**config.mk**
```make
export PLATFORM = sky130hd
export DESIGN_NAME = cpu_load_xor_execute_top
export DESIGN_NICKNAME = d
export VERILOG_FILES = /design/src/rtl/clx_pkg.sv /design/src/rtl/clx_exec.sv /design/src/rtl/cpu_load_xor_execute_top.sv
export SDC_FILE = /design/constraint.sdc
export NUM_CORES = 1
export LEC_CHECK = 0
export ABC_AREA = 1
export BUFFER_PORTS_ARGS = -buffer_cell sky130_fd_sc_hd__clkbuf_2
export CORE_ASPECT_RATIO = 1.25
export CORE_MARGIN = 8
export CORE_UTILIZATION = 40
export CTS_CLUSTER_DIAMETER = 40
export DETAILED_ROUTE_END_ITERATION = 10
export PLACE_DENSITY = 0.7
export SYNTH_ARGS = -nofsm -noshare
export SYNTH_HDL_FRONTEND = slang
export SYNTH_HIERARCHICAL = 1
export SYNTH_SLANG_ARGS = --single-unit
```
**constraint.sdc**
```tcl
create_clock -name aclk -period 27.5 [get_ports aclk]
set_clock_uncertainty 0.15 [all_clocks]
set_input_delay 5.5 -clock aclk [delete_from_list [all_inputs] [get_ports aclk]]
set_output_delay 5.5 -clock aclk [all_outputs]
set_load 0.01 [all_outputs]
```
**src/rtl/clx_pkg.sv**
```systemverilog
// Shared types and opcode constants for the load/xor instruction executor.
package clx_pkg;

    localparam logic [7:0] OP_LD_BC_U16 = 8'h01;
    localparam logic [7:0] OP_LD_DE_U16 = 8'h11;
    localparam logic [7:0] OP_LD_HL_U16 = 8'h21;
    localparam logic [7:0] OP_LD_SP_U16 = 8'h31;
    localparam logic [7:0] OP_LD_HLD_A  = 8'h32;
    localparam logic [7:0] OP_XOR_B     = 8'hA8;
    localparam logic [7:0] OP_XOR_C     = 8'hA9;
    localparam logic [7:0] OP_XOR_D     = 8'hAA;
    localparam logic [7:0] OP_XOR_E     = 8'hAB;
    localparam logic [7:0] OP_XOR_H     = 8'hAC;
    localparam logic [7:0] OP_XOR_L     = 8'hAD;
    localparam logic [7:0] OP_XOR_A     = 8'hAF;

    // XOR source select, low three opcode bits
    localparam logic [2:0] SRC_B = 3'd0;
    localparam logic [2:0] SRC_C = 3'd1;
    localparam logic [2:0] SRC_D = 3'd2;
    localparam logic [2:0] SRC_E = 3'd3;
    localparam logic [2:0] SRC_H = 3'd4;
    localparam logic [2:0] SRC_L = 3'd5;

    localparam logic [15:0] PC_STEP_U16 = 16'd2;
    localparam logic [7:0]  FLAG_Z      = 8'h80;

    typedef struct packed {
        logic [7:0] opcode;
        logic [7:0] operand_low;
        logic [7:0] operand_high;
    } clx_in_t;

    typedef struct packed {
        logic        illegal;
        logic        mem_write_enable;
        logic [15:0] mem_write_address;
        logic [7:0]  mem_write_data;
        logic [7:0]  reg_a;
        logic [7:0]  reg_flags;
        logic [15:0] reg_bc;
        logic [15:0] reg_de;
        logic [15:0] reg_hl;
        logic [15:0] reg_sp;
        logic [15:0] reg_pc;
    } clx_out_t;

endpackage

```
**src/rtl/clx_exec.sv**
```systemverilog
// Register file and combinational instruction decode/execute.
module clx_exec (
    input  logic              aclk,
    input  logic              aresetn,
    input  logic              fire,
    input  clx_pkg::clx_in_t  item,
    output clx_pkg::clx_out_t result
);

    logic [7:0]  a_reg,  a_next;
    logic [7:0]  f_reg,  f_next;
    logic [15:0] bc_reg, bc_next;
    logic [15:0] de_reg, de_next;
    logic [15:0] hl_reg, hl_next;
    logic [15:0] sp_reg, sp_next;
    logic [15:0] pc_reg, pc_next;

    logic [15:0] imm;
    logic [7:0]  xor_src;
    logic [7:0]  xor_val;
    logic        bad;
    logic        we;

    assign imm = {item.operand_high, item.operand_low};

    always_comb begin
        case (item.opcode[2:0])
            clx_pkg::SRC_B: xor_src = bc_reg[15:8];
            clx_pkg::SRC_C: xor_src = bc_reg[7:0];
            clx_pkg::SRC_D: xor_src = de_reg[15:8];
            clx_pkg::SRC_E: xor_src = de_reg[7:0];
            clx_pkg::SRC_H: xor_src = hl_reg[15:8];
            clx_pkg::SRC_L: xor_src = hl_reg[7:0];
            default:        xor_src = a_reg;
        endcase
    end

    assign xor_val = a_reg ^ xor_src;

    always_comb begin
        a_next  = a_reg;
        f_next  = f_reg;
        bc_next = bc_reg;
        de_next = de_reg;
        hl_next = hl_reg;
        sp_next = sp_reg;
        pc_next = pc_reg;
        bad     = 1'b0;
        we      = 1'b0;
        unique case (item.opcode) inside
            clx_pkg::OP_LD_BC_U16: begin
                bc_next = imm;
                pc_next = pc_reg + clx_pkg::PC_STEP_U16;
            end
            clx_pkg::OP_LD_DE_U16: begin
                de_next = imm;
                pc_next = pc_reg + clx_pkg::PC_STEP_U16;
            end
            clx_pkg::OP_LD_HL_U16: begin
                hl_next = imm;
                pc_next = pc_reg + clx_pkg::PC_STEP_U16;
            end
            clx_pkg::OP_LD_SP_U16: begin
                sp_next = imm;
                pc_next = pc_reg + clx_pkg::PC_STEP_U16;
            end
            clx_pkg::OP_LD_HLD_A: begin
                we      = 1'b1;
                hl_next = hl_reg - 16'd1;
            end
            clx_pkg::OP_XOR_B, clx_pkg::OP_XOR_C, clx_pkg::OP_XOR_D,
            clx_pkg::OP_XOR_E, clx_pkg::OP_XOR_H, clx_pkg::OP_XOR_L,
            clx_pkg::OP_XOR_A: begin
                a_next = xor_val;
                f_next = (xor_val == 8'd0) ? clx_pkg::FLAG_Z : 8'd0;
            end
            default: begin
                bad = 1'b1;
            end
        endcase
    end

    always_ff @(posedge aclk) begin
        if (!aresetn) begin
            a_reg  <= '0;
            f_reg  <= '0;
            bc_reg <= '0;
            de_reg <= '0;
            hl_reg <= '0;
            sp_reg <= '0;
            pc_reg <= '0;
        end else if (fire) begin
            a_reg  <= a_next;
            f_reg  <= f_next;
            bc_reg <= bc_next;
            de_reg <= de_next;
            hl_reg <= hl_next;
            sp_reg <= sp_next;
            pc_reg <= pc_next;
        end
    end

    // Write fields are zero unless this transaction stores A
    always_comb begin
        result.illegal           = bad;
        result.mem_write_enable  = we;
        result.mem_write_address = we ? hl_reg : 16'd0;
        result.mem_write_data    = we ? a_reg : 8'd0;
        result.reg_a             = a_next;
        result.reg_flags         = f_next;
        result.reg_bc            = bc_next;
        result.reg_de            = de_next;
        result.reg_hl            = hl_next;
        result.reg_sp            = sp_next;
        result.reg_pc            = pc_next;
    end

endmodule

```
**src/rtl/cpu_load_xor_execute_top.sv**
```systemverilog
// Top level: input register, executor and result register.
//
// Input channel s_valid/s_ready/s_data carries one fetched opcode and the
// two operand bytes read at PC and PC+1. Result channel m_valid/m_ready/
// m_data reports the illegal flag, any memory write (A stored at HL) and
// every register after the instruction.
// A transaction accepted into the input register is executed from there
// and its result is captured in the result register and shown from then on.
// Throughput: one transaction per cycle while the result register is free or
// being taken; the register file updates in the same cycle an item moves into
// the result register, so each instruction sees the state left by the previous one.
// Reset (aresetn low, synchronous) clears the register file to zero and drops
// both valid flags.
// While m_ready is low the result holds; one more item waits in the input
// register, after which s_ready drops until the result is taken.
module cpu_load_xor_execute_top (
    input  logic               aclk,
    input  logic               aresetn,
    input  logic               s_valid,
    output logic               s_ready,
    input  clx_pkg::clx_in_t   s_data,
    output logic               m_valid,
    input  logic               m_ready,
    output clx_pkg::clx_out_t  m_data
);

    logic              in_valid_reg;
    clx_pkg::clx_in_t  in_data_reg;
    logic              out_valid_reg;
    clx_pkg::clx_out_t out_data_reg;
    clx_pkg::clx_out_t exec_result;
    logic              fire;

    // Execute when an item is held and the result slot is free or draining
    assign fire    = in_valid_reg && (!out_valid_reg || m_ready);
    assign s_ready = !in_valid_reg || fire;

    always_ff @(posedge aclk) begin
        if (!aresetn) begin
            in_valid_reg  <= 1'b0;
            out_valid_reg <= 1'b0;
        end else begin
            if (s_ready) begin
                in_valid_reg <= s_valid;
            end
            if (fire) begin
                out_valid_reg <= 1'b1;
            end else if (m_ready) begin
                out_valid_reg <= 1'b0;
            end
        end
    end

    always_ff @(posedge aclk) begin
        if (s_ready && s_valid) begin
            in_data_reg <= s_data;
        end
        if (fire) begin
            out_data_reg <= exec_result;
        end
    end

    clx_exec u_exec (
        .aclk    (aclk),
        .aresetn (aresetn),
        .fire    (fire),
        .item    (in_data_reg),
        .result  (exec_result)
    );

    assign m_valid = out_valid_reg;
    assign m_data  = out_data_reg;

endmodule
```
==> results of run 1 <==
[layout by cell type (no fill, tap or decap), types with 2 or more instances in the layout]
master	instances
nand2_1	181
inv_1	171
nor2_1	164
clkbuf_2	151
edfxtp_1	146
o21ai_0	119
dfxtp_1	97
a21oi_1	47
nand3_1	45
clkbuf_16	32
o21ai_1	22
nand4_1	14
o221ai_1	10
xor2_1	10
inv_2	9
nor3_1	9
inv_6	6
nor2_2	6
o211ai_1	6
clkinv_4	4
o22ai_1	4
buf_4	4
nand3_2	3
clkbuf_8	3
clkinv_2	3
a31oi_1	3
a211oi_1	3
clkinv_1	2
inv_8	2
clkinvlp_4	2
nor2_4	2
nand2_2	2
nor3_4	2
o221ai_2	2
ha_1	2
[how the worst max path moves through the flow]
stage                              endpoint
after floorplan           u_exec/hl_reg[10]
after global placement              s_ready
after detailed placement            s_ready
after CTS                           s_ready
after global routing                s_ready
final                               s_ready
[critical path, delay by kind of cell]
kind,cells,cell delay [ns]
and+or+nand+nor,1,0.11
buffers and inverters,3,0.35
[stage by stage]
step | setup WS, ns | power (mW) | instances | area, µm²
after global placement | 15.89 | 0.495 | 1587 | 11400
after detailed placement | 15.89 | 0.497 | 1587 | 11400
after global routing | 15.84 | 0.921 | 1643 | 12500
final | 15.89 | 0.886 | 1643 | 12500
after floorplan | 14.56 | 0.472 | 1144 | 10400
after CTS | 15.88 | 0.895 | 1643 | 12500
[layer usage]
layer  part of all wire, %  wire (µm)  GRT usage [%]
met5                     0          0              0
met4                   1.7        460           4.68
met3                   7.6       2060           3.24
met2                    48      12900           28.1
met1                    43      11500           21.5
[kinds of logic after synthesis]
logic type      count (synthesis)  synth area share, %
compound gates                218                 11.3
xor+xnor                       11                0.996
fa+ha+maj                       2                0.240
buf+inv                       235                 8.84
flops                         243                 60.7
other cells                     1               0.0360
simple gates                  434                 17.9
[power by group through the flow]
stage	Combinational, mW	Sequential (mW)	Clock (mW)
floorplan	0.0446	0.427	0
global placement	0.0712	0.424	0
detailed placement	0.0729	0.424	0
CTS	0.0732	0.417	0.405
global route	0.0821	0.419	0.420
finish	0.0727	0.417	0.397
[area by class of cell]
| class | count | area (µm²) | area share (%) |
|---|---|---|---|
| repair buffers | 156 | 806 | 6.46 |
| clock buffers | 36 | 846 | 6.78 |
| well taps | 340 | 425 | 3.41 |
| inverters | 182 | 686 | 5.50 |
| multi-input cells | 666 | 3190 | 25.6 |
| clock inverters | 20 | 190 | 1.52 |
| flip-flops and latches | 243 | 6330 | 50.7 |
[synthesized netlist by cell type, drive strengths merged]
library cell / instances / share of area, %
o21ai: 141 / 6.8
nor2: 173 / 6.7
xor2: 11 / 1.0
nand4: 14 / 0.84
edfxtp: 146 / 42
or2: 1 / 0.060
nor3: 12 / 0.84
nor4: 1 / 0.12
a21oi: 49 / 2.4
inv: 181 / 6.5
dfxtp: 97 / 19
clkbuf: 39 / 1.4
o22ai: 4 / 0.24
nand2: 184 / 6.7
a31oi: 3 / 0.18
nand3: 49 / 2.6
a211oi: 3 / 0.22
conb: 1 / 0.036
clkinv: 1 / 0.036
buf: 14 / 0.86
ha: 2 / 0.24
o211ai: 6 / 0.43
o221ai: 12 / 1.1
==> impl_metrics.tcl, run 1 <==
set metrics [dict create \
    coreArea_mm2 0.0258 \
    die-area_mm2 0.0315 \
    critPathMaxFanout 3 \
    ctsHoldBuffers 0 \
    cts_buffers 30 \
    cts_tree "built" \
    synth-seq-area-share_pct 60.7 \
    synth_area_mm2 0.0104 \
    die_w_um 160 \
    grt_pass1_wl_um 42100 \
    grt_setup_unrepaired "false" \
    cts.path.max_buffers 3 \
    drtAntennaViolNets 0 \
    cp_data_required_time_ns 21.85 \
    r2r_end "u_exec/a_reg[6]" \
    clock_sinks 243 \
    vias 8165 \
    start_kind "input port" \
    grtUsageTotal_pct 16.7 \
    p_per_area_mw_per_mm2 71.1 \
    max_stage_delay_ns 0.15 \
    synth-seq-cells 243 \
    end_kind "output port" \
    io_pins 152 \
    vdd_drop_max_mv 0.0560 \
    drc_errors 0 \
    largest_reg_flops 122 \
    worstHoldEndpoint "u_exec/f_reg[2]" \
    finalHoldViolations 0 \
    io_buffers 151 \
    dieHeight_um 197 \
    power_frac_clock_pct 44.8 \
    syn_avg_cell_area_um2 9.12 \
    hp-class "reg -> reg" \
    hold_ws_ns 0.284 \
    worstSkewPairLatency_ns 0.55 \
    setup_violations 0 \
    clk_pin_slew_ns 0.06 \
    drive_above_1_share_pct 18.8 \
    intPower_mw 0.662 \
    worstHoldStart "u_exec/f_reg[2]" \
    maxSlewViolCount 0 \
    worst_pin_slew_ns 1.30 \
    slew_headroom_pct 12.9 \
    p_leak_nw 5.67 \
    gp_congestion 0.868 \
    syn_inst 1144 \
    tns_ns 0 \
    avgRoutedWirePerCell_um 16.4 \
    synth_nets 1174 \
    crit_top_cell "clkbuf_2" \
    holdPathStages 2 \
    r2r.worst_path.cells 8 \
    num-fill-cells 2425 \
    synth.distinct_cells 40 \
    cts_resized 0 \
    status "finished, final reports clean" \
    post-route-period-util_pct 42.2 \
    r2r_setup_slack_ns 23.90 \
    cts_setup_buffers 0 \
    start_util_pct 40.4 \
    hpwlAfterDp_um 18200 \
    grt_pass1_vias 7709 \
    crit_arrival_ns 5.96 \
    vias_per_cell 4.97 \
    grt_antenna_before_repair 0 \
    p_sw_mw 0.224 \
    grt_overflow 0 \
    final_util_pct 48.3 \
    num_rows 66 \
    clockRootBuffer "clkbuf_16" \
    switching_share_pct 25.3 \
    area_delta_synth_final_pct 19.6 \
    cp-startpoint "m_ready" \
    drt-total-wl_um 26900 \
    path_class "in -> out" \
    yosys_warnings 6 \
    post-route-min-period_ns 11.61 \
    slowest_stage "clkbuf_2" \
    path_cells "clkbuf_2 > inv_1 > nand3_2 > clkbuf_2" \
    diodes 0 \
    htreeDepth 1 \
    power_frac_comb_pct 8.2 \
    drt_iter0_drc 702 \
    grt_max_degree 164 \
    regToRegStartpoint "in_valid_reg" \
    power.sequential.fraction_pct 47.0 \
    final_nets 1309 \
    timing.fmax_mhz 86.1 \
    maxCapViolCount 0 \
    drt_first_pass_iters 7 \
]
Note: power is estimated with default switching activity, not from simulation.
==> run 2, diff against run 1 <==
Clock period 27.5 ns to 12.19 ns, I/O delays scaled along.
==> run 2 against run 1 <==
Non-clock buffer count is the same. Clock power grew 120%. Largest power group unchanged. Register-to-register slack worse by 15 ns. Highest routed layer unchanged. Critical path type unchanged. Worst setup slack worse by 9.2 ns. Design area down 0.21%. Global-route usage barely moved. Power up 120%. Sequential share of layout area up 0.11 points. Worst hold slack lost 0.0035 ns. Clock-buffer cell count is 2 higher.
==> impl_metrics.tcl, run 2 (same netlist as run 1, synthesis figures left out) <==
set metrics [dict create \
    vdd_drop_max_mv 0.0945 \
    intPower_mw 1.49 \
    clockRootBuffer "clkbuf_16" \
    grt_pass1_wl_um 42100 \
    htreeDepth 1 \
    vias 8124 \
    hold_ws_ns 0.281 \
    cts_tree "built" \
    vias_per_cell 4.94 \
    num_rows 66 \
    cp-startpoint "m_ready" \
    switching_share_pct 24.9 \
    drt_iter0_drc 840 \
    critPathMaxFanout 3 \
    gp_congestion 0.867 \
    clock_sinks 243 \
    finalHoldViolations 0 \
    maxSlewViolCount 0 \
    multiInputGateArea_mm2 0.00319 \
    regToRegStartpoint "in_valid_reg" \
    drive_above_1_share_pct 18.4 \
    worst_pin_slew_ns 1.23 \
    drt_first_pass_iters 5 \
    area_delta_synth_final_pct 19.3 \
    cts.path.max_buffers 3 \
    grt_pass1_vias 7777 \
    grt_max_degree 164 \
    maxCapViolCount 0 \
    status "finished, final reports clean" \
    die_w_um 160 \
    start_kind "input port" \
    crit_arrival_ns 2.90 \
    io_buffers 151 \
    regArea_mm2 0.00633 \
    post-route-period-util_pct 45.0 \
    timing.fmax_mhz 182 \
    power_frac_clock_pct 44.3 \
    final_util_pct 48.2 \
    drtAntennaViolNets 0 \
    end_kind "output port" \
    mostFrequentLayoutCells "181 x nand2_1, 171 x inv_1, 164 x nor2_1" \
    dieHeight_um 197 \
    p_leak_nw 5.64 \
    avgRoutedWirePerCell_um 16.3 \
    power.sequential.fraction_pct 47.4 \
    path_class "in -> out" \
    die-area_mm2 0.0315 \
    drc_errors 0 \
    grt_overflow 0 \
    r2r.worst_path.cells 8 \
    largest_reg_flops 122 \
    p_per_area_mw_per_mm2 159 \
    final_common_cell "nand2_1" \
    cts_buffers 30 \
    coreArea_mm2 0.0258 \
    hpwlAfterDp_um 18200 \
    cp_data_required_time_ns 9.60 \
    grt_antenna_before_repair 0 \
    holdPathStages 2 \
    worstSkewPairLatency_ns 0.55 \
    slew_headroom_pct 17.9 \
    hp-class "reg -> reg" \
    diodes 0 \
    ctsHoldBuffers 0 \
    cts_resized 0 \
    power_frac_comb_pct 8.2 \
    post-route-min-period_ns 5.49 \
    io_pins 152 \
    cts_setup_buffers 0 \
    final_nets 1309 \
    num-fill-cells 2418 \
    grt_setup_unrepaired "false" \
    p_sw_mw 0.493 \
    start_util_pct 40.4 \
    clk_pin_slew_ns 0.06 \
    worstHoldStart "u_exec/f_reg[6]" \
    drt-total-wl_um 26800 \
    grtUsageTotal_pct 16.6 \
    setup_violations 0 \
    tns_ns 0 \
]
## run 2: changes by cell type in the layout (fill, tap and decap cells not counted), sizes merged
cell      before  now
bufinv         1    2
clkbuf       187  189
clkinv        10    8
clkinvlp       2    3
inv          189  187
## run 2: routing by layer
metal | vias to the layer above | track usage [%] | routed length (µm)
li1 | 4030 | - | -
met1 | 3736 | 21.6 | 11600
met2 | 309 | 27.4 | 12600
met3 | 49 | 2.78 | 1790
met4 | 0 | 6.45 | 819
met5 | - | 0 | 0
## run 2: power by group through the flow
| stage | combinational [mW] | sequential [mW] | clock [mW] |
|---|---|---|---|
| after detailed placement | 0.164 | 0.957 | 0 |
| after CTS | 0.164 | 0.940 | 0.896 |
| after global placement | 0.160 | 0.957 | 0 |
| after global routing | 0.185 | 0.945 | 0.933 |
| final | 0.163 | 0.941 | 0.879 |
| after floorplan | 0.101 | 0.964 | 0 |
## run 2: metrics by stage
step	setup WS [ns]	power, mW	cell area (µm²)	std cells
6_report	6.70	1.98	12400	1643
5_1_grt	6.67	2.06	12400	1643
4_1_cts	6.70	2.00	12400	1643
3_5_place_dp	6.61	1.12	11400	1587
3_3_place_gp	6.71	1.12	11400	1587
2_1_floorplan	2.31	1.06	10400	1144
## run 2: final timing paths
check | endpoint | slack (ns)
worst max-delay path | s_ready | 6.70
worst min-delay path | u_exec/f_reg[6] | 0.28
worst max register to register | u_exec/a_reg[6] | 8.76
worst min register to register | u_exec/f_reg[6] | 0.28
## run 2: area by class of cell
| cell class | count | share of cell area (%) |
|---|---|---|
| flip-flops and latches | 243 | 50.8 |
| multi-input cells | 666 | 25.7 |
| clock buffers | 38 | 6.52 |
| repair buffers | 156 | 6.47 |
| inverters | 182 | 5.51 |
| well taps | 340 | 3.42 |
| clock inverters | 18 | 1.59 |
## run 2: critical path, stage by stage
cell and delay [ns]:
clkbuf_2 0.08, inv_1 0.12, nand3_2 0.11, clkbuf_2 0.15
